==> config.mk <==
export PLATFORM = sky130hd
export DESIGN_NAME = sdta_hash
export DESIGN_NICKNAME = d
export VERILOG_FILES = /design/src/rtl/sdta_pkg.sv /design/src/rtl/sdta_hash.sv
export SDC_FILE = /design/constraint.sdc
export NUM_CORES = 1
export LEC_CHECK = 0
export ABC_AREA = 1
export BUFFER_PORTS_ARGS = -buffer_cell sky130_fd_sc_hd__clkbuf_2
export CAP_MARGIN = 20
export CORE_UTILIZATION = 56
export CTS_CLUSTER_DIAMETER = 60
export CTS_CLUSTER_SIZE = 14
export DETAILED_ROUTE_END_ITERATION = 10
export PLACE_DENSITY = 0.77
export SYNTH_ARGS = -nofsm -noshare
export SYNTH_HDL_FRONTEND = slang
export SYNTH_SLANG_ARGS = --single-unit
==> constraint.sdc <==
create_clock -name i_clk -period 7.5 [get_ports i_clk]
set_input_delay 0.75 -clock i_clk [delete_from_list [all_inputs] [get_ports i_clk]]
set_output_delay 0.75 -clock i_clk [all_outputs]
set_load 0.01 [all_outputs]
==> src/rtl/sdta_pkg.sv <==
// ----------------------------------------------------------------------------
// sdta_pkg
// Shared types, sizes and codes of the scan result aggregator.
// ----------------------------------------------------------------------------
package sdta_pkg;

    localparam int SEEN_DEPTH = 96;
    localparam int SEEN_AW    = $clog2(SEEN_DEPTH);
    localparam int SEEN_CW    = $clog2(SEEN_DEPTH + 1);
    localparam int LIST_DEPTH = 18;
    localparam int LIST_AW    = $clog2(LIST_DEPTH);
    localparam int LIST_CW    = $clog2(LIST_DEPTH + 1);
    localparam int HIST_CH    = 15;
    localparam int HIST_AW    = $clog2(HIST_CH);

    localparam logic [31:0] FNV_BASIS = 32'd2166136261;
    localparam logic [31:0] FNV_PRIME = 32'd16777619;
    localparam logic [7:0]  PEAK_NONE = 8'sd0 - 8'sd127;
    localparam logic [7:0]  PPN_RESET = 8'd5;
    localparam logic [7:0]  SAVE_RESET = 8'd10;

    localparam int IN_W  = 72;
    localparam int OUT_W = 184;

    typedef enum logic [1:0] {
        CMD_BEGIN = 2'd0,
        CMD_ENTRY = 2'd1,
        CMD_END   = 2'd2,
        CMD_READ  = 2'd3
    } t_cmd;

    typedef enum logic [7:0] {
        REG_POINTS = 8'd0,
        REG_SAVE   = 8'd1
    } t_reg;

    typedef enum logic [4:0] {
        S_IDLE, S_BEGIN, S_HASH, S_SEARCH, S_HIST_RD, S_HIST_WR,
        S_INS_CHK, S_INS_FULL, S_INS_STEP, S_INS_CMP,
        S_END_RD, S_END_CMP, S_END_FIN, S_END_MOD,
        S_LST_RD, S_LST_CAP, S_DONE
    } t_state;

    // one top list slot
    typedef struct packed {
        logic        open_net;
        logic [7:0]  channel;
        logic [7:0]  rssi;
        logic [31:0] hash;
    } t_slot;

endpackage

==> src/rtl/sdta_hash.sv <==
// ----------------------------------------------------------------------------
// sdta_hash
// FNV-1a 32 over six address bytes, one byte and one multiply per cycle.
// ----------------------------------------------------------------------------
module sdta_hash (
    input  logic        i_clk,
    input  logic        i_rst_n,
    input  logic        i_start,
    input  logic [47:0] i_addr,
    output logic        o_done,
    output logic [31:0] o_hash
);
    logic [31:0] r_h;
    logic [47:0] r_addr;
    logic [2:0]  r_k;
    logic        r_busy;
    logic        r_done;
    logic [7:0]  w_byte;

    assign w_byte = r_addr[{r_k, 3'b000} +: 8];

    always_ff @(posedge i_clk) begin
        if (!i_rst_n) begin
            r_busy <= 1'b0;
            r_done <= 1'b0;
            r_k    <= '0;
        end else begin
            r_done <= 1'b0;
            if (i_start) begin
                r_busy <= 1'b1;
                r_k    <= '0;
                r_h    <= sdta_pkg::FNV_BASIS;
                r_addr <= i_addr;
            end else if (r_busy) begin
                r_h <= (r_h ^ {24'd0, w_byte}) * sdta_pkg::FNV_PRIME;
                r_k <= r_k + 3'd1;
                if (r_k == 3'd5) begin
                    r_busy <= 1'b0;
                    r_done <= 1'b1;
                end
            end
        end
    end

    assign o_done = r_done;
    // zero is reserved for an absent address
    assign o_hash = (r_h == 32'd0) ? 32'd1 : r_h;
endmodule

=== Yosys cells after proc, flatten, opt, wreduce, memory -nomap -nowiden ===
Cells that the tools add are included.

* Flip-flop bits (word level): 85
* Output and inout port bits: 33
* Input bits: 51

* Equality and inequality tests: 1
* Multiply operators: 1
* Bitwise operators: 3
* Add/sub/neg operators: 1
* Reductions and logical operators: 6
* Multiplexer cells: 6
* Shift operators: 1

{| class="wikitable"
|+ Operators by type and width
! cell !! count
|-
| 32-bit two-way mux || 2
|-
| 48-bit by 7-bit variable part select with 8-bit output || 1
|-
| 32-bit zero test || 1
|-
| 32-bit by 25-bit multiplier with 32-bit output (second input constant) || 1
|-
| 32-bit by 8-bit bitwise XOR with 32-bit output || 1
|-
| 1-bit two-way mux || 4
|-
| 2-bit AND reduction || 2
|-
| 3-bit by 1-bit adder with 3-bit output (second input constant) || 1
|-
| 3-bit equality test (second input constant) || 1
|-
| 3-bit OR reduction || 1
|-
| 1-bit inverter || 2
|-
| 2-bit nonzero test || 1
|-
| 2-bit OR reduction || 1
|}

=== Logic depth before layout (Yosys ltp) ===
Gate-level depths: netlist of the first run.

* Depth in word-level cells: 4
* Gate-level depth with buffers: 30
* Mapped depth without buffers: 29

=== Worst setup path before layout of the first run ===
OpenSTA, ideal clock, no wires.

* Kind: register -> register
* From: register r_k[0]
* To: register r_h[21] (data pin)
* Setup slack: 2.095 ns
* Data arrival time: 5.154 ns
* Clock period less this slack: 5.405 ns
* Stages on the path, launching flop included: 28
* Cells stage by stage: dfxtp_1 buf_6 clkinv_4 buf_8 buf_4 nor2_1 o22ai_1 nand2_1 o21ai_1 xor2_1 ha_1 ha_1 fa_1 ha_1 fa_1 ha_1 inv_1 fa_1 inv_1 ha_1 a21oi_1 o21ai_0 a21oi_1 o21ai_2 a21oi_1 nand2_1 nand2_1 nor2_1

* Longest elaborated chain between the ends: 4

{| class="wikitable"
|+ RTL lines
! what !! line !! text
|-
| start, declared || sdta_hash.sv:15 || <nowiki>logic [2:0] r_k;</nowiki>
|-
| start signal, assigned || sdta_hash.sv:36 || <nowiki>r_k <= r_k + 3'd1;</nowiki>
|-
| 48-bit by 7-bit variable part select with 8-bit output || sdta_hash.sv:20 || <nowiki>assign w_byte = r_addr[{r_k, 3'b000} +: 8];</nowiki>
|-
| 32-bit by 8-bit bitwise XOR with 32-bit output || sdta_hash.sv:35 || <nowiki>r_h <= (r_h ^ {24'd0, w_byte}) * sdta_pkg::FNV_PRIME;</nowiki>
|-
| 32-bit by 25-bit multiplier with 32-bit output || sdta_hash.sv:35 ||
|-
| 32-bit two-way mux || sdta_hash.sv:34 || <nowiki>end else if (r_busy) begin</nowiki>
|-
| end signal, assigned || sdta_hash.sv:32 || <nowiki>r_h <= sdta_pkg::FNV_BASIS;</nowiki>
|-
| end signal, assigned || sdta_hash.sv:35 ||
|-
| end, declared || sdta_hash.sv:13 || <nowiki>logic [31:0] r_h;</nowiki>
|}

No other way between the ends. The select of a mux whose other input is x is not followed.
A chain may end at the register's enable or synchronous reset.

=== Final worst setup path of the first run ===
* From: register r_k[1]
* To: register r_h[21] (data pin)

Same word-level chain as after synthesis.

==> summary.md, run 1 <==
| Metric | Value |
|---|---|
| FMAX | `157 MHz` |
| Fillcell total | `1,421` |
| Final Instance Area | `10,700 µm²` |
| I/O pin count | `84` |
| Fraction of layout cells with a size suffix above 1 | `0.103` |
| Slew margin rel. | `0.339` |
| Crit path time final | `6.36 ns` |
| Main flop type after synthesis | `edfxtp_1` |
| Average wire per standard cell | `16.1 µm` |
| Clk root buf | `clkbuf_16` |
| Commonest cells in the netlist | `inv_1 (283), ha_1 (194), nand2_1 (149)` |
| Synth area leaders | `ha_1 (25%), edfxtp_1 (24%), fa_1 (15%), inv_1 (11%), nand2_1 (5.7%)` |
| Crit start category | `flip-flop` |
| Starting Density | `0.570` |
| Post-synth EDFFs | `80` |
| Initial antenna violation count | `0` |
| # diodes | `0` |
| Most frequent cell after synthesis | `inv_1` |
| RSZ-0062 raised after global routing | `no` |
| CTS Buffer Depth | `2` |
| Vias in the first global route | `7,505` |
| Register area | `2500 µm²` |
| Chip height | `134 µm` |
| FP Rows | `48` |
| Slew @ Worst Pin | `0.983 ns` |
| Drt drc | `0` |
| Worst EP required | `7.62 ns` |
| Synth Net Count | `1,432` |
| Final Hold Vio Count | `0` |
| DIE WIDTH | `134 µm` |
| Worst path max stage delay | `0.53 ns` |
| Outcome | `complete, no violations` |
| Max_cap viols | `0` |
| Layout area overhead | `8.96%` |
| PostCTS Resize Cnt | `0` |
| Total CTS buffers | `9` |
| Vias per Instance | `5.33` |
| Final HPWL DP | `18,700 µm` |
| CP max-delay cell | `fa_1` |
| Iteration count of the initial detailed-routing pass | `5` |
| Pin count of the biggest net entering global routing | `50` |
| Clk_lat worst skew | `0.35 ns` |
| Worst-path clk slew | `0.08 ns` |
| CTS tree | `yes` |
| Clk_skew | `0.0126 ns` |
| Worst Setup End Kind | `flip-flop` |
| Crit-path leading delay family | `adder cells` |
| Setup CP Type | `flip-flop to flip-flop` |
| Top Layer Used | `met4` |
| Hold Buf Count CTS | `0` |
| Leading area contributor after synthesis | `ha_1` |
| Htree depth | `3` |
| WL met2 | `10,600 µm` |
| CP bufs+invs | `3` |
| Critical Path Most Common Cell | `ha_1` |
| Multi-input logic area | `6110 µm²` |
| Final TNS setup | `0 ns` |
| DR iter-0 viols | `607` |
| Crit Path Max Fanout | `12` |
| Post-Synthesis Cell Area | `9830 µm²` |
| Crit path DAT | `6.48 ns` |
| Nets | `1,504` |
| Sequential element share of the synthesized area | `0.255` |
| Yosys reg bits | `85` |
| Yosys warns | `0` |
| First-pass GRT wire length | `36,600 µm` |
| All-Layer GR Usage | `0.265` |
| DP Area | `10,400 µm²` |
| TritonCTS Sinks | `85` |
| # port buffers | `83` |
| Cell variety after synth | `46` |
| Synth async-reset ratio | `0` |
| Gr ovfl total | `0` |
| Vias | `7,547` |
| Worst-path cell chain | `inv_1, o21ai_0, o22ai_1, nand2_1, o21ai_1, xor2_1, ha_1, ha_1, fa_1, ha_1, fa_1, ha_1, inv_1, fa_1, inv_1, ha_1, a21oi_1, o21ai_0, a21oi_1, o21ai_2, a21oi_1, nand2_1, nand2_1, nor2_1` |
| Synth Area per Inst | `8.83 µm²` |
| Post-CTS Setup Repair Bufs | `0` |
| Final setup vio count | `0` |
| Worst Hold Class | `flip-flop to flip-flop` |
| Met1 wire length | `9830 µm` |
| Final Wtd Congestion | `0.925` |
| DR WL met3 | `1340 µm` |
| Share of the synthesized area in the top cell type | `0.247` |
| Die area | `18,100 µm²` |
| Max-slew violation count | `0` |
| Final worst-path cycle share | `0.848` |
| Synth Instances | `1,113` |
| Final antenna-violating net count | `0` |
| Core Region | `17,200 µm²` |
| WL final | `22,800 µm` |
-- layer usage --
layer	vias up	track usage
met5	-	0
met1	3509	0.346
met4	0	0.124
li1	3689	-
met3	57	0.0319
met2	292	0.442
-- area by class of cell --
cell class,count,share of cell area
clock buffer,9,0.0210
clock inverter,7,0.00713
inverter,284,0.100
multi-input combinational,718,0.570
sequential,85,0.234
tap,225,0.0263
timing repair buffer,87,0.0416
-- final timing paths --
path | depth (start not counted) | slack (ns) | startpoint | end
worst max-delay path | 24 | 1.14 | r_k[1]$_SDFFE_PP0P_ | r_h[21]$_SDFFCE_PP0P_
worst min-delay path | 2 | 0.49 | r_k[2]$_SDFFE_PP0P_ | o_done$_SDFF_PP0_
worst max register to register | 24 | 1.14 | r_k[1]$_SDFFE_PP0P_ | r_h[21]$_SDFFCE_PP0P_
worst min register to register | 2 | 0.49 | r_k[2]$_SDFFE_PP0P_ | o_done$_SDFF_PP0_
-- cells in the final DEF, fill, tap and decap left out, types with 2 or more instances in the layout --
master / instances
inv_1: 282
ha_1: 194
nand2_1: 149
clkbuf_2: 83
edfxtp_1: 80
fa_1: 74
nor2_1: 73
o21ai_0: 56
a21oi_1: 54
nand3_1: 29
xor2_1: 11
clkbuf_16: 9
nor3_1: 8
nand4_1: 7
o22ai_1: 6
o21a_1: 6
o21ai_1: 5
dfxtp_1: 5
clkinv_4: 4
o21ai_2: 4
a21o_1: 4
buf_4: 4
xor2_2: 3
nand2_2: 3
o211ai_1: 3
and2_1: 3
nor4_1: 3
o21bai_1: 3
inv_8: 3
nor2_2: 2
xnor2_1: 2
nand3b_1: 2
or2_2: 2
-- through the flow --
| step | setup slack, ns | util | hold WS [ns] | cells |
|---|---|---|---|---|
| global placement | 1.35 | 0.604 | 0.461 | 1399 |
| floorplan | 2.10 | - | 0.444 | 1113 |
| finish | 1.14 | 0.621 | 0.488 | 1415 |
| detailed placement | 1.24 | 0.604 | 0.478 | 1399 |
| global route | 0.813 | 0.621 | 0.502 | 1415 |
| CTS | 1.19 | 0.621 | 0.490 | 1415 |
-- kinds of logic (layout without fill, tap and decap cells) --
logic type,after synthesis,in the layout,synth area share
AOI/OAI and AO/OA,147,147,0.0835
xor gates and xnor gates,16,16,0.0165
adders and majority gates,268,268,0.398
buffers and inverters,310,387,0.124
DFF,85,85,0.255
and+or+nand+nor,287,287,0.124
-- worst min-delay path, stage by stage (launching register included) --
cell	delay, ns
dfxtp_1	0.31
nand2_1	0.08
nor3_1	0.06
-- state kept, by name, indices dropped and copies added, names as in the netlist --
name and cells:
o_done 1, r_busy 1, r_addr 48, r_k 3, r_h 32
Power of run 1 is not shown: default switching activity piles up to over one toggle a cycle in this logic, so the estimate is an artifact.
==> inputs of run 2 (changes only) <==
--- a/config.mk
+++ b/config.mk
@@ -12,7 +12,7 @@
 export CTS_CLUSTER_DIAMETER = 60
 export CTS_CLUSTER_SIZE = 14
 export DETAILED_ROUTE_END_ITERATION = 10
-export PLACE_DENSITY = 0.77
+export PLACE_DENSITY = 0.8
 export SYNTH_ARGS = -nofsm -noshare
 export SYNTH_HDL_FRONTEND = slang
 export SYNTH_SLANG_ARGS = --single-unit
==> constraint.sdc (replaced) <==
create_clock -name i_clk -period 5.3 [get_ports i_clk]
set_input_delay 0.53 -clock i_clk [delete_from_list [all_inputs] [get_ports i_clk]]
set_output_delay 0.53 -clock i_clk [all_outputs]
set_load 0.01 [all_outputs]
==> summary.md, run 2 (synthesis gave the netlist of run 1 again) <==
| Metric | Value |
|---|---|
| Outcome | `finished with violations` |
| Failing checks | `negative setup slack` |
| Clk_lat worst skew | `0.37 ns` |
| Slew margin rel. | `0.203` |
| DR WL met3 | `2060 µm` |
| Initial antenna violation count | `0` |
| Dpl ws | `-0.465 ns` |
| Crit path DAT | `5.61 ns` |
| Final Wtd Congestion | `0.966` |
| DIE WIDTH | `134 µm` |
| Nets | `1,606` |
| Final HPWL DP | `19,700 µm` |
| Worst Hold Class | `input port to flip-flop` |
| I/O pin count | `84` |
| Max_cap viols | `0` |
| Average wire per standard cell | `18.8 µm` |
| Fraction of layout cells with a size suffix above 1 | `0.292` |
| Top Layer Used | `met4` |
| Non-filler cells, final | `1,517` |
| Top reg by flops | `r_addr` |
| # diodes | `0` |
| Gr ovfl total | `0` |
| Crit Path Max Fanout | `5` |
| WL met2 | `14,000 µm` |
| Worst-path clk slew | `0.07 ns` |
| Max reg flops | `48` |
| Placed Instances | `1,471` |
| Htree depth | `3` |
| TritonCTS Sinks | `85` |
| Register area | `2510 µm²` |
| Final Hold Vio Count | `0` |
| Fillcell total | `1,119` |
| Vias in the first global route | `8,277` |
| FP Rows | `48` |
| Biggest regs | `r_addr: 48 flops, r_h: 32 flops, r_k: 3 flops` |
| CTS Buffer Depth | `2` |
| Most common cell after layout, fill and taps aside | `inv_1` |
| Crit path time final | `5.50 ns` |
| Final antenna-violating net count | `0` |
| Die area | `18,100 µm²` |
| Worst Setup End Kind | `flip-flop` |
| Pin count of the biggest net entering global routing | `50` |
| Chip height | `134 µm` |
| Worst EP required | `5.41 ns` |
| Multi-input logic area | `7130 µm²` |
| Setup CP Type | `flip-flop to flip-flop` |
| Total CTS buffers | `9` |
| Clk root buf | `clkbuf_16` |
| Layout area overhead | `28.2%` |
| Slew @ Worst Pin | `1.18 ns` |
| WL final | `28,500 µm` |
| Vias per Instance | `5.63` |
| Core Region | `17,200 µm²` |
| Final setup vio count | `11` |
| Starting Density | `0.570` |
| Drt drc | `0` |
| First-pass GRT wire length | `40,400 µm` |
| # port buffers | `83` |
| Met1 wire length | `10,800 µm` |
| Final worst-path cycle share | `1.04` |
| Reg2reg setup slack | `-0.20 ns` |
| PnR worst setup slack | `-0.198 ns` |
| Iteration count of the initial detailed-routing pass | `5` |
| DR iter-0 viols | `853` |
| Commonest non-fill, non-tap cells in the layout | `inv_1 (273), ha_1 (162), nand2_1 (128), buf_4 (92), clkbuf_2 (83)` |
| FMAX | `182 MHz` |
| Hold Buf Count CTS | `0` |
| Vias | `8,542` |
| CTS tree | `yes` |
| Max-slew violation count | `0` |
| RSZ-0062 raised after global routing | `yes` |
| Clk_skew | `0.00876 ns` |
| Crit start category | `flip-flop` |
| All-Layer GR Usage | `0.292` |
-- run 2: stage by stage --
step | hold WS, ns | utilization | instance area (µm²) | TNS, ns
finish | 0.334 | 0.731 | 12600 | -1.02
global route | 0.329 | 0.731 | 12600 | -3.78
CTS | 0.340 | 0.686 | 11800 | 0
detailed placement | 0.473 | 0.638 | 11000 | -5.72
global placement | 0.462 | 0.638 | 11000 | -3.55
floorplan | 0.444 | - | 9860 | 0
-- run 2: path summary, 6_finish.rpt --
| check | endpoint | start | cells after the start |
|---|---|---|---|
| max | r_h[24]$_SDFFCE_PP1P_ | r_k[1]$_SDFFE_PP0P_ | 27 |
| min | r_addr[40]$_DFFE_PP_ | i_addr[40] | 1 |
| max reg2reg | r_h[24]$_SDFFCE_PP1P_ | r_k[1]$_SDFFE_PP0P_ | 27 |
| min reg2reg | o_done$_SDFF_PP0_ | r_k[2]$_SDFFE_PP0P_ | 2 |
-- run 2: repair_timing --
item / in CTS / in global routing
pin swaps: 41 / 81
gates resized for setup: 101 / 148
buffers inserted: 15 / 16
gates cloned: 0 / 1
endpoints found under the setup margin: 21 / 22
-- run 2: area by class of cell --
| cell class | count | share of cell area |
|---|---|---|
| tap | 225 | 0.0223 |
| sequential | 85 | 0.199 |
| inverter | 284 | 0.0854 |
| clock buffer | 9 | 0.0179 |
| clock inverter | 7 | 0.00735 |
| multi-input combinational | 718 | 0.566 |
| timing repair buffer | 189 | 0.102 |
-- run 2: per-layer routing --
| metal | track usage | vias up |
|---|---|---|
| met5 | 0 | - |
| met4 | 0.120 | 0 |
| met3 | 0.0417 | 160 |
| met2 | 0.520 | 501 |
| met1 | 0.353 | 3985 |
| li1 | - | 3896 |
-- run 2: worst max-delay path, stage by stage, from the launching register on --
cell and delay (ns):
dfxtp_4 0.38, buf_6 0.12, nor2_4 0.11, buf_6 0.15
buf_6 0.09, o21a_1 0.10, o21ai_1 0.07, nand2_2 0.13
xor2_4 0.28, xnor2_1 0.18, inv_1 0.11, ha_4 0.18
fa_2 0.47, ha_4 0.18, fa_1 0.48, ha_1 0.31
inv_2 0.04, fa_1 0.55, inv_2 0.05, ha_4 0.24
a21oi_4 0.17, buf_4 0.14, a21boi_2 0.17, o21bai_1 0.10
nand2_1 0.08, nand3_2 0.08, a21oi_1 0.17, o21ai_1 0.10
Power of run 2 is left out for the same reason.
