`src/rtl/sdta_mod.sv`:
```
// ----------------------------------------------------------------------------
// sdta_mod
// Bit-serial remainder of a 32 bit count by an 8 bit interval.
// ----------------------------------------------------------------------------
module sdta_mod (
    input  logic        i_clk,
    input  logic        i_rst_n,
    input  logic        i_start,
    input  logic [31:0] i_num,
    input  logic [7:0]  i_den,
    output logic        o_done,
    output logic [7:0]  o_rem
);
    logic [31:0] r_num;
    logic [7:0]  r_den;
    logic [7:0]  r_rem;
    logic [5:0]  r_k;
    logic        r_busy;
    logic        r_done;
    logic [8:0]  w_t;
    logic [8:0]  w_d;

    assign w_t = {r_rem, r_num[31]};
    assign w_d = w_t - {1'b0, r_den};

    always_ff @(posedge i_clk) begin
        if (!i_rst_n) begin
            r_busy <= 1'b0;
            r_done <= 1'b0;
            r_k    <= '0;
        end else begin
            r_done <= 1'b0;
            if (i_start) begin
                r_busy <= 1'b1;
                r_num  <= i_num;
                r_den  <= i_den;
                r_rem  <= '0;
                r_k    <= '0;
            end else if (r_busy) begin
                r_num <= {r_num[30:0], 1'b0};
                r_rem <= (w_t >= {1'b0, r_den}) ? w_d[7:0] : w_t[7:0];
                r_k   <= r_k + 6'd1;
                if (r_k == 6'd31) begin
                    r_busy <= 1'b0;
                    r_done <= 1'b1;
                end
            end
        end
    end

    assign o_done = r_done;
    assign o_rem  = r_rem;
endmodule

```
`config.mk`:
```
export PLATFORM = sky130hd
export DESIGN_NAME = sdta_mod
export DESIGN_NICKNAME = d
export VERILOG_FILES = /design/src/rtl/sdta_mod.sv
export SDC_FILE = /design/constraint.sdc
export NUM_CORES = 1
export LEC_CHECK = 0
export BUFFER_PORTS_ARGS = -buffer_cell sky130_fd_sc_hd__buf_2
export CORE_UTILIZATION = 48
export DETAILED_ROUTE_END_ITERATION = 8
export PLACE_DENSITY = 0.8
export SYNTH_ARGS = -nofsm -noshare
export SYNTH_HDL_FRONTEND = slang
export SYNTH_SLANG_ARGS = --single-unit
export TNS_END_PERCENT = 50
```
`constraint.sdc`:
```
create_clock -name i_clk -period 2.34 [get_ports i_clk]
set_input_delay 0.351 -clock i_clk [delete_from_list [all_inputs] [get_ports i_clk]]
set_output_delay 0.351 -clock i_clk [all_outputs]
set_load 0.005 [all_outputs]
```
## Yosys cells after proc, flatten, opt, wreduce, memory -nomap -nowiden

Cells that the tools add are included.
W data, S select, Z words.

| word-level totals | value |
|---|---|
| logic and storage cells | 25 |
| output and inout port bits | 9 |
| register bits after elaboration | 56 |
| bits of input ports | 43 |

| cells by class | value |
|---|---|
| reduce and logical (&&, ||, !) cells | 5 |
| $lt $le $gt $ge | 1 |
| $add $sub $neg | 2 |
| equal/unequal tests | 1 |
| multiplexer cells | 8 |
| bitwise logic cells | 2 |

Operators by type and width:

| operator | count |
|---|---|
| $mux W32 | 2 |
| $mux W8 | 2 |
| $ge A9 B8 Y1 | 1 |
| $sub A8 B8 Y8 | 1 |
| $add A6 B1 Y6 const B | 1 |
| $eq A6 B5 Y1 const B | 1 |
| $mux W1 | 4 |
| $reduce_and A2 Y1 | 2 |
| $reduce_or A3 Y1 | 1 |
| $not A1 Y1 | 2 |
| $reduce_bool A2 Y1 | 1 |
| $reduce_or A2 Y1 | 1 |

## Depth between registers and ports, before layout

Gate-level depths: netlist (run 1).

| depth | value |
|---|---|
| depth after elaboration | 4 |
| depth in mapped cells | 8 |
| mapped depth without buffers | 8 |

## Least setup slack after synthesis (run 1)

Ideal clock, no wire load.

| path | value |
|---|---|
| path kind | reg2reg |
| start point | reg r_rem[2] (netlist: o_rem[2]) |
| end point | reg r_rem[4] (netlist: o_rem[4]) (data pin) |
| arrival time | 1.883 ns |
| clock period less this slack | 2.139 ns |
| library setup time | 0.256 ns |
| buffers on the path | 0 |
| data required time | 2.084 ns |
| stages on the path, launching flop included | 7 |
| path slack | 0.201 ns |
| cells stage by stage | edfxtp_1 ha_1 a21o_1 a21o_1 o31ai_4 a2111oi_0 a41o_1 |

| on the way | value |
|---|---|
| longest elaborated chain between the ends | 3 |
| elaborated cells between the ends (all ways) | 4 |
| those cells by class | add/sub: 1; order compare: 1; mux: 2 |

RTL lines:

| element | line | RTL |
|---|---|---|
| start, declared | 16 | `logic [7:0] r_rem;` |
| start signal, assigned | 41 | `r_rem <= (w_t >= {1'b0, r_den}) ? w_d[7:0] : w_t[7:0];` |
| $sub A8 B8 Y8 or $ge A9 B8 Y1 (tied branches) | 24, 41 |  |
| $mux W8 * | 41 |  |
| $mux W8 * | 39 | `end else if (r_busy) begin` |

Mark *: on every way between the ends. The rest lies on a longest branch, timed or not. The select of a mux whose other input is x is not followed.
A chain may end at the register's enable or synchronous reset.

## Worst setup path in the final report (run 1)

| path | value |
|---|---|
| start point | reg r_den[1] |
| end point | reg r_rem[1] (netlist: o_rem[1]) (data pin) |

| on the way | value |
|---|---|
| longest elaborated chain between the ends | 3 |
| elaborated cells between the ends (all ways) | 4 |
| those cells by class | add/sub: 1; order compare: 1; mux: 2 |

RTL lines:

| element | line | RTL |
|---|---|---|
| start, declared | 15 | `logic [7:0] r_den;` |
| start signal, assigned | 36 | `r_den <= i_den;` |
| $sub A8 B8 Y8 or $ge A9 B8 Y1 (tied branches) | 24, 41 |  |
| $mux W8 * | 41 |  |
| $mux W8 * | 39 |  |

Marks and branches as above.

==> flow_summary.ini, run 1 <==
[route]
dr.first_iter.drc_count = 134
drtAntennaViolNets = 0
viasPerCell = 5.52
via_count = 1761
dr.pass1.iters = 4
wl_per_cell_microns = 15.5
drc = 0
drt-total-wl_microns = 4960

[cts]
clockBufferDepth = 2
clk_pin_slew_worst_paths_ps = 100
cts_made_buffers = 5
htreeDepth = 2
clock_sinks = 56
insertion_delay_ps = 300
cts_tree = yes
cts_root_buf = clkbuf_8

[cells_and_area]
fill_cells = 438
multi_input_area_sq_um = 1000
layout.nets = 301
finish.instance_area_sq_um = 3130
regArea_sq_um = 1600
layout-drive-gt1-share_pct = 39.8
syn2layout_area_growth_pct = 17.4
antennaDiodeCount = 0
stdcell_count = 319

[global_route]
busiest_layer = met2
grt_pass1_wl_microns = 8330
antenna_found_initial = 0
grtUsageMet2_pct = 30.1
met3_usage_pct = 4.91
overflow = 0
gr-usage-met1_pct = 23.5
grt_start_max_net_pins = 42
first_global_vias = 1812
grt_usage_pct = 18.4

[logic_synthesis]
syn_nets = 242
synth_area_per_cell_sq_um = 14.1
syn_area_sq_um = 2660
synth_cells = 189
yosys_warnings = 0
ys_seq_area_share_pct = 60.2
yosysUniqueCellTypes = 43
ys_seq_elements = 56

[worst_setup_path]
crit_path_top_delay_cell = edfxtp_1
path_class = flop to flop
critPathLaunchType = flop
crit_path_end_kind = flop
r2r_setup_slack_ps = 170
cp.required_ps = 2410
timing.rr.start = r_den[1]$_DFFE_PP_
max_stage_delay_ps = 440
worstPathMaxFanout = 5
ff2ff_path_depth = 8
cp_cell_sequence = inv_1 -> ha_1 -> nor2b_1 -> o2111a_1 -> o31ai_4 -> buf_4 -> a21oi_1 -> o21a_1
rr_endpoint = o_rem[1]$_SDFFCE_PP0P_
cp.arrival_ps = 2240

[die]
core-area_sq_um = 5240
die_area_sq_um = 5850
pin_count = 52
die_h_microns = 76.5
rows = 26
die_w_microns = 76.5
initial_core_util_pct = 50.8

[sta]
rsz0062_at_grt = no
maxSlewHeadroom_pct = 70.3
skew_ps = 3.70
fin_tns_setup_ps = 0
setup_violations = 0
finalCritPeriodShare_pct = 92.9
max_freq_mhz = 460
min_period_ps = 2170
worst_pin_slew_ps = 445
finalHoldViolCount = 0
drv_slew = 0

[worst_hold_path]
min_from = i_den[3]
worstHoldPathCells = 1
hold_end = r_den[3]$_DFFE_PP_
hp-class = input pin to flop

[power_and_ir_drop]
leakagePower_nw = 1.23
max-vdd-ir-drop_mv = 0.356
power_density_nw_per_um2 = 662

[placed_design]
place_area_sq_um = 3030
dp_cells = 309
numPortBuffers = 51
routabilityCongestion = 0.841
hpwlAfterDp_microns = 3540

[run_status]
status = finished, final reports clean

[run]
drv_cap = 0
[flip-flops by register name (all words and copies together), names as in the netlist]
name / cells
r_num: 32
r_den: 8
o_rem: 8
r_k: 6
r_busy: 1
o_done: 1
[kinds of logic after synthesis]
family | synth area share (%)
flops | 60.2
fa+ha+maj | 4.98
compound gates | 9.45
mux | 13.5
simple gates | 7.80
xor+xnor | 1.97
buf+inv | 2.16
[where the power goes]
group	total [W]	leakage, nW	internal (W)	switching, W
logic	0.000365	0.663	0.000181	0.000183
registers	0.00119	0.523	0.00116	0.0000291
clock network	0.000512	0.0388	0.000209	0.000303
total	0.00207	1.23	0.00155	0.000515
[synth_stat cells]
cell type / instances / area (sq um)
edfxtp_1: 48 / 1440
mux2i_1: 1 / 10.0
ha_1: 9 / 113
nor3_1: 5 / 25.0
nor2b_1: 2 / 12.5
nand2_1: 5 / 18.8
mux2_2: 31 / 349
buf_1: 3 / 11.3
o31a_1: 3 / 26.3
o211ai_1: 1 / 7.51
a211oi_1: 2 / 15.0
a211oi_2: 1 / 12.5
o2111a_1: 1 / 11.3
or3_1: 2 / 12.5
o21ai_0: 2 / 10.0
a221o_1: 1 / 10.0
clkbuf_1: 1 / 3.75
nand3_1: 3 / 15.0
xnor2_1: 3 / 26.3
a21oi_1: 5 / 25.0
o31ai_4: 1 / 21.3
a41o_1: 1 / 10.0
a2111oi_0: 1 / 8.76
fa_1: 1 / 20.0
a31oi_1: 1 / 6.26
and3_1: 1 / 6.26
inv_1: 10 / 37.5
buf_2: 1 / 5.00
nor2_1: 6 / 22.5
nand4_1: 7 / 43.8
or3_2: 1 / 7.51
a21o_1: 3 / 22.5
a211o_1: 1 / 8.76
or2_2: 1 / 6.26
o21a_1: 6 / 45.0
and2_1: 2 / 12.5
o21ai_1: 1 / 5.00
or2_4: 1 / 8.76
nor4b_1: 1 / 8.76
o22ai_1: 1 / 6.26
dfxtp_1: 8 / 160
xor2_1: 3 / 26.3
or4_1: 1 / 7.51
[per-layer routing]
layer / share of wire (%) / routed length (microns)
met1: 43 / 2110
met2: 50 / 2470
met3: 6.1 / 301
met4: 1.6 / 78
met5: 0 / 0
[worst max path at each step]
stage          slack [ps]                      to                    from
2_1_floorplan         200  o_rem[4]$_SDFFCE_PP0P_  o_rem[2]$_SDFFCE_PP0P_
3_3_place_gp          230  o_rem[4]$_SDFFCE_PP0P_  o_rem[0]$_SDFFCE_PP0P_
3_5_place_dp          150  o_rem[4]$_SDFFCE_PP0P_      r_den[1]$_DFFE_PP_
4_1_cts               140  o_rem[4]$_SDFFCE_PP0P_      r_den[1]$_DFFE_PP_
5_1_grt                60  o_rem[1]$_SDFFCE_PP0P_      r_den[1]$_DFFE_PP_
6_report              170  o_rem[1]$_SDFFCE_PP0P_      r_den[1]$_DFFE_PP_
[per-stage QoR]
stage,util (%),total power [W],worst slack (ps),hold slack (ps)
finish,59.7,0.00207,167,217
detailed placement,57.8,0.00158,146,467
global placement,57.8,0.00156,233,460
CTS,59.4,0.00208,135,207
global route,59.7,0.00217,58.2,196
floorplan,-,0.00145,201,431
[worst max-delay path: cells and delay by family (launching register included)]
kind,cells,cell delay [ps]
AO/OA/AOI/OAI,4,850
AND/OR/NAND/NOR,1,150
adder cells (fa/ha/maj),1,220
buffers and inverters,2,270
flip-flops,1,440
[cell type report]
| class | instances | share of cell area [%] |
|---|---|---|
| flip-flops and latches | 56 | 51.2 |
| well taps | 70 | 2.80 |
| clock inverters | 2 | 0.360 |
| clock buffers | 6 | 2.32 |
| repair buffers | 57 | 10.0 |
| inverters | 10 | 1.20 |
| multi-input cells | 118 | 32.1 |
[cells in the final DEF (no fill, tap or decap), types with 2 or more instances in the layout]
cell type   n
xnor2_1     3
nor2_1      6
nor2b_1     2
and2_1      2
or3_1       2
clkbuf_8    5
buf_4       5
a21o_1      3
a211oi_1    2
xor2_1      3
o31a_1      3
dfxtp_1     8
inv_1      10
nand2_1     5
nand4_1     7
ha_1        9
nand3_1     3
nor3_1      5
edfxtp_1   48
buf_2      51
o21a_1      6
mux2_2     31
o21ai_0     2
a21oi_1     5
[timing repair]
item                                   CTS  global route
hold buffers                             0             0
gates resized for setup                  0             0
setup endpoints to repair                0             1
endpoints found under the hold margin    0             0
buffers inserted                         0             2
Note: power is estimated with default switching activity, not from simulation.
==> run 2, diff against run 1 <==
- CTS_BUF_LIST: not set -> sky130_fd_sc_hd__clkbuf_4 sky130_fd_sc_hd__clkbuf_8 sky130_fd_sc_hd__clkbuf_16
==> run 2 against run 1 <==
Effect of this change: register-to-register slack hardly changed; global-route usage stayed put; sequential cell count stayed put; sequential share of layout area is 0.061 points lower; worst hold slack hardly changed; clock-buffer cell count stayed put.
==> flow_summary.ini, run 2 (synthesis gave the netlist of run 1 again) <==
[worst_setup_path]
worstPathMaxFanout = 5
critPathLaunchType = flop
cp.required_ps = 2410
crit_path_end_kind = flop
timing.rr.start = r_den[1]$_DFFE_PP_
startpoint = r_den[1]$_DFFE_PP_
cp.arrival_ps = 2240
ff2ff_path_depth = 8
path_class = flop to flop

[sta]
fin_tns_setup_ps = 0
timing.final.ws_setup_ps = 167
holdWs_ps = 217
finalCritPeriodShare_pct = 92.9
max_freq_mhz = 460
worst_pin_slew_ps = 445
drv_slew = 0
rsz0062_at_grt = no
finalHoldViolCount = 0
skew_ps = 3.70
setup_violations = 0
maxSlewHeadroom_pct = 70.3
min_period_ps = 2170

[route]
dr.pass1.iters = 4
dr.first_iter.drc_count = 134
viasPerCell = 5.52
drt-total-wl_microns = 4960
via_count = 1761
drtAntennaViolNets = 0
drc = 0
wl_per_cell_microns = 15.5

[cts]
insertion_delay_ps = 300
ctsResizeCount = 0
post_cts.repair.setup_buffers = 0
cts_root_buf = clkbuf_8
clock_sinks = 56
cts_hold_buf = 0
clk_pin_slew_worst_paths_ps = 100
cts_made_buffers = 5
clockBufferDepth = 2
cts_tree = yes
htreeDepth = 2

[worst_hold_path]
min_from = i_den[3]
worstHoldPathCells = 1
hp-class = input pin to flop

[placed_design]
pre_cts_slack_ps = 146
numPortBuffers = 51
hpwlAfterDp_microns = 3540
routabilityCongestion = 0.841

[cells_and_area]
antennaDiodeCount = 0
largest_reg_flops = 32
mostFrequentLayoutCell = buf_2
layout-drive-gt1-share_pct = 40.2
final_cell_mix = buf_2, edfxtp_1, mux2_2, inv_1, ha_1
largest-register = r_num
syn2layout_area_growth_pct = 17.6
layout.nets = 301

[die]
die_w_microns = 76.5
die_area_sq_um = 5850
die_h_microns = 76.5
core-area_sq_um = 5240
initial_core_util_pct = 50.8
pin_count = 52
rows = 26

[power_and_ir_drop]
clockPowerShare_pct = 25.1
p_switching_w = 0.000516
pwr-share-seq_pct = 57.3
max-vdd-ir-drop_mv = 0.357
leakagePower_nw = 1.23
p_int_w = 0.00157
fin_total_pwr_w = 0.00208
netSwitchingFraction_pct = 24.8
power_frac_comb_pct = 17.5
power_density_nw_per_um2 = 665

[global_route]
grt_pass1_wl_microns = 8330
antenna_found_initial = 0
grt_start_max_net_pins = 42
overflow = 0
grt_usage_pct = 18.4
first_global_vias = 1812

[run_status]
status = finished, final reports clean

[run]
drv_cap = 0
==> run 2: cell counts in the layout (fill, tap and decap cells not counted) <==
Identical to the previous run, type by type.
==> run 2: stage by stage <==
stage               area [sq um]  cells  util [%]
floorplan                   2660    189         -
global placement            3030    309      57.8
detailed placement          3030    309      57.8
CTS                         3120    317      59.5
global route                3130    319      59.8
finish                      3130    319      59.8
==> run 2: layout make-up <==
cell class,instances,area (sq um)
Inverter,10,37.5
Clock inverter,2,11.3
Timing Repair Buffer,57,313
Sequential cell,56,1600
Multi-Input combinational cell,118,1000
Fill cell,436,2110
Clock buffer,6,76.3
Tap cell,70,87.6
==> run 2: metal layers <==
metal | track usage (%) | vias to the layer above | share of wire, %
met5 | 0 | - | 0
met4 | 6.35 | 0 | 1.6
met3 | 4.91 | 9 | 6.1
met2 | 30.1 | 59 | 50
met1 | 23.5 | 843 | 43
li1 | - | 850 | -
==> run 2: path summary, 6_finish.rpt <==
path / to / slack [ps]
min reg2reg: o_done$_SDFF_PP0_ / 480
min: r_den[3]$_DFFE_PP_ / 220
max reg2reg: o_rem[1]$_SDFFCE_PP0P_ / 170
max: o_rem[1]$_SDFFCE_PP0P_ / 170
==> run 2: critical path, stage by stage (launching register included) <==
cell and delay [ps]:
edfxtp_1 440, inv_1 80, ha_1 220, nor2b_1 150, o2111a_1 290, o31ai_4 320
buf_4 190, a21oi_1 60, o21a_1 180
==> run 2: power groups by stage <==
stage	Combinational [W]	Clock [W]	Sequential, W
5_1_grt	0.000401	0.000577	0.00120
3_5_place_dp	0.000358	0	0.00122
6_report	0.000365	0.000523	0.00119
2_1_floorplan	0.000245	0	0.00121
3_3_place_gp	0.000348	0	0.00121
4_1_cts	0.000361	0.000536	0.00119
==> run 3, diff against run 2 <==
--- a/config.mk
+++ b/config.mk
@@ -6,9 +6,10 @@
 export NUM_CORES = 1
 export LEC_CHECK = 0
+export ABC_AREA = 1
 export BUFFER_PORTS_ARGS = -buffer_cell sky130_fd_sc_hd__buf_2
 export CORE_UTILIZATION = 48
 export CTS_BUF_LIST = sky130_fd_sc_hd__clkbuf_4 sky130_fd_sc_hd__clkbuf_8 sky130_fd_sc_hd__clkbuf_16
 export DETAILED_ROUTE_END_ITERATION = 8
-export PLACE_DENSITY = 0.8
+export PLACE_DENSITY = 0.79
 export SYNTH_ARGS = -nofsm -noshare
 export SYNTH_HDL_FRONTEND = slang
==> constraint.sdc (replaced) <==
create_clock -name i_clk -period 2.34 [get_ports i_clk]
set_input_delay 0.351 -clock i_clk [delete_from_list [all_inputs] [get_ports i_clk]]
set_output_delay 0.351 -clock i_clk [all_outputs]
set_load 0.1 [all_outputs]
==> run 3 against run 2 <==
Effect of this change: setup slack better by 320 ps; critical path type unchanged; largest cell class unchanged; critical path depth is 1 higher; global-route usage is 0.73 points lower; via count is 22% higher; clock power is 2% lower; total power is 14% higher.
==> flow_summary.ini, run 3 <==
[logic_synthesis]
synth-main-ff-cell = edfxtp_1
yosys_warnings = 0
yosysUniqueCellTypes = 29
synth_cells = 328
ys_seq_elements = 56
synth_common_cells = nand2_1, edfxtp_1, inv_1
yosysMostFrequentCell = nand2_1
syn_nets = 381
syn_area_sq_um = 2880
synth_top_area_cell = edfxtp_1
synthArstFlopShare_pct = 0
synthTopCellsByArea = edfxtp_1, nand2_1, dfxtp_1
synth_top_area_share_pct = 50.1
synth_edf_count = 48
ys_seq_area_share_pct = 55.7
synth_area_per_cell_sq_um = 8.77

[worst_setup_path]
cp.required_ps = 2400
path_buf_inv = 0
cp.arrival_ps = 1910
rr_endpoint = o_rem[2]$_SDFFCE_PP0P_
critPathLaunchType = flop
timing.rr.start = o_rem[5]$_SDFFCE_PP0P_
r2r_setup_slack_ps = 490
ff2ff_path_depth = 9
crit_path_end_kind = flop
path_class = flop to flop
crit_family = simple AND/OR/NAND/NOR gates
cp_cell_sequence = ha_1 -> nand2_1 -> nand2_1 -> nand2_1 -> nand2_1 -> nor2_4 -> nand3_1 -> nand2_1 -> nor2_1
max_stage_delay_ps = 420
crit_top_cell = nand2_1
crit_path_top_delay_cell = edfxtp_1
worstPathMaxFanout = 8

[cts]
clockBufferDepth = 2
insertion_delay_ps = 290
ctsResizeCount = 0
post_cts.repair.setup_buffers = 0
cts_root_buf = clkbuf_8
cts_hold_buf = 0
cts_made_buffers = 5
clk_pin_slew_worst_paths_ps = 100
cts_tree = yes
htreeDepth = 2
clock_sinks = 56

[power_and_ir_drop]
power_frac_comb_pct = 26.7
p_switching_w = 0.000771
pwr-share-seq_pct = 51.8
leakagePower_nw = 1.62
power_density_nw_per_um2 = 721
clockPowerShare_pct = 21.5
p_int_w = 0.00160
netSwitchingFraction_pct = 32.5
max-vdd-ir-drop_mv = 0.376

[die]
die_w_microns = 79.4
core-area_sq_um = 5640
initial_core_util_pct = 51.0
pin_count = 52
rows = 27
die_area_sq_um = 6310
die_h_microns = 79.4

[sta]
maxSlewHeadroom_pct = 26.3
worst_pin_slew_ps = 1100
finalCritPeriodShare_pct = 79.3
max_freq_mhz = 539
fin_tns_setup_ps = 0
drv_slew = 0
setup_violations = 0
min_period_ps = 1850
finalHoldViolCount = 0
rsz0062_at_grt = no
skew_ps = 7.70
holdWs_ps = 225

[route]
dr.first_iter.drc_count = 80
dr.pass1.iters = 4
drtAntennaViolNets = 0
wl_per_cell_microns = 11.3
via_count = 2156
drt-total-wl_microns = 5110
drc = 0
viasPerCell = 4.75

[placed_design]
place_area_sq_um = 3210
hpwlAfterDp_microns = 3710
numPortBuffers = 51
routabilityCongestion = 0.849

[worst_hold_path]
hold_end = r_den[3]$_DFFE_PP_
hp-class = input pin to flop
worstHoldPathCells = 1
min_from = i_den[3]

[cells_and_area]
mostFrequentLayoutCell = nand2_1
largest-register = r_num
layout-drive-gt1-share_pct = 19.4
final_cell_mix = nand2_1, buf_2, edfxtp_1, inv_1, nor2_1
antennaDiodeCount = 0
layout.nets = 434
largest_reg_flops = 32
finish.instance_area_sq_um = 3290
syn2layout_area_growth_pct = 14.4

[global_route]
antenna_found_initial = 0
grt_usage_pct = 17.6
grt_pass1_wl_microns = 8670
grt_start_max_net_pins = 42
overflow = 0
first_global_vias = 1993

[run]
drv_cap = 0

[run_status]
status = finished, final reports clean
-- run 3: cell types whose count changed in the layout (fill, tap and decap cells not counted), sizes merged, moves of 3 or more --
cell,previous run,this run
mux2,31,0
or3,3,0
nand2,5,142
a21o,3,0
o31a,3,0
o21a,6,1
nor2,6,31
inv,10,43
nand4,7,3
a211oi,3,0
buf,57,54
nand3,3,15
-- run 3: kinds of logic (layout without fill, tap and decap cells) --
logic type / Yosys count / in the layout / synth area share (%)
compound gates: 12 / 12 / 2.83
xor+xnor: 3 / 3 / 0.913
fa+ha+maj: 10 / 10 / 4.61
buf+inv: 51 / 105 / 7.00
flops: 56 / 56 / 55.7
simple gates: 196 / 196 / 29.0
-- run 3: how the worst max path moves through the flow --
stage                            from                      to  slack, ps  cells past startpoint
4_1_cts        o_rem[5]$_SDFFCE_PP0P_  o_rem[5]$_SDFFCE_PP0P_        480                      9
6_report       o_rem[5]$_SDFFCE_PP0P_  o_rem[2]$_SDFFCE_PP0P_        490                      9
3_3_place_gp   o_rem[5]$_SDFFCE_PP0P_  o_rem[2]$_SDFFCE_PP0P_        530                      9
2_1_floorplan  o_rem[0]$_SDFFCE_PP0P_  o_rem[6]$_SDFFCE_PP0P_         60                      8
5_1_grt        o_rem[1]$_SDFFCE_PP0P_  o_rem[4]$_SDFFCE_PP0P_        310                      9
3_5_place_dp   o_rem[5]$_SDFFCE_PP0P_  o_rem[3]$_SDFFCE_PP0P_        500                      9
-- run 3: power groups by stage --
stage	clock, W	combinational (W)	sequential (W)
2_1_floorplan	0	0.000364	0.00138
3_3_place_gp	0	0.000624	0.00125
3_5_place_dp	0	0.000636	0.00125
4_1_cts	0.000532	0.000639	0.00123
5_1_grt	0.000563	0.000705	0.00124
6_report	0.000510	0.000635	0.00123
-- run 3: routing by layer --
metal	GRT usage (%)	vias up	wire length, microns	share of wire (%)
li1	-	1136	-	-
met1	23.2	964	2470	48
met2	29.3	52	2390	47
met3	3.89	4	225	4.4
met4	4.73	0	25	0.49
met5	0	-	0	0
-- run 3: layout make-up --
class                      instances  area (sq um)
sequential                        56          1600
timing repair buffer              54           278
multi-input combinational        221          1070
inverter                          43           161
fill                             499          2350
clock buffer                       6          76.3
tap                               72          90.1
clock inverter                     2          11.3
-- run 3: stage by stage --
step,cells,power [W],setup slack (ps),utilization [%]
floorplan,328,0.00175,62.7,-
global placement,446,0.00187,532,56.8
detailed placement,446,0.00189,504,56.8
CTS,454,0.00240,478,58.4
global route,454,0.00251,315,58.4
finish,454,0.00237,486,58.4
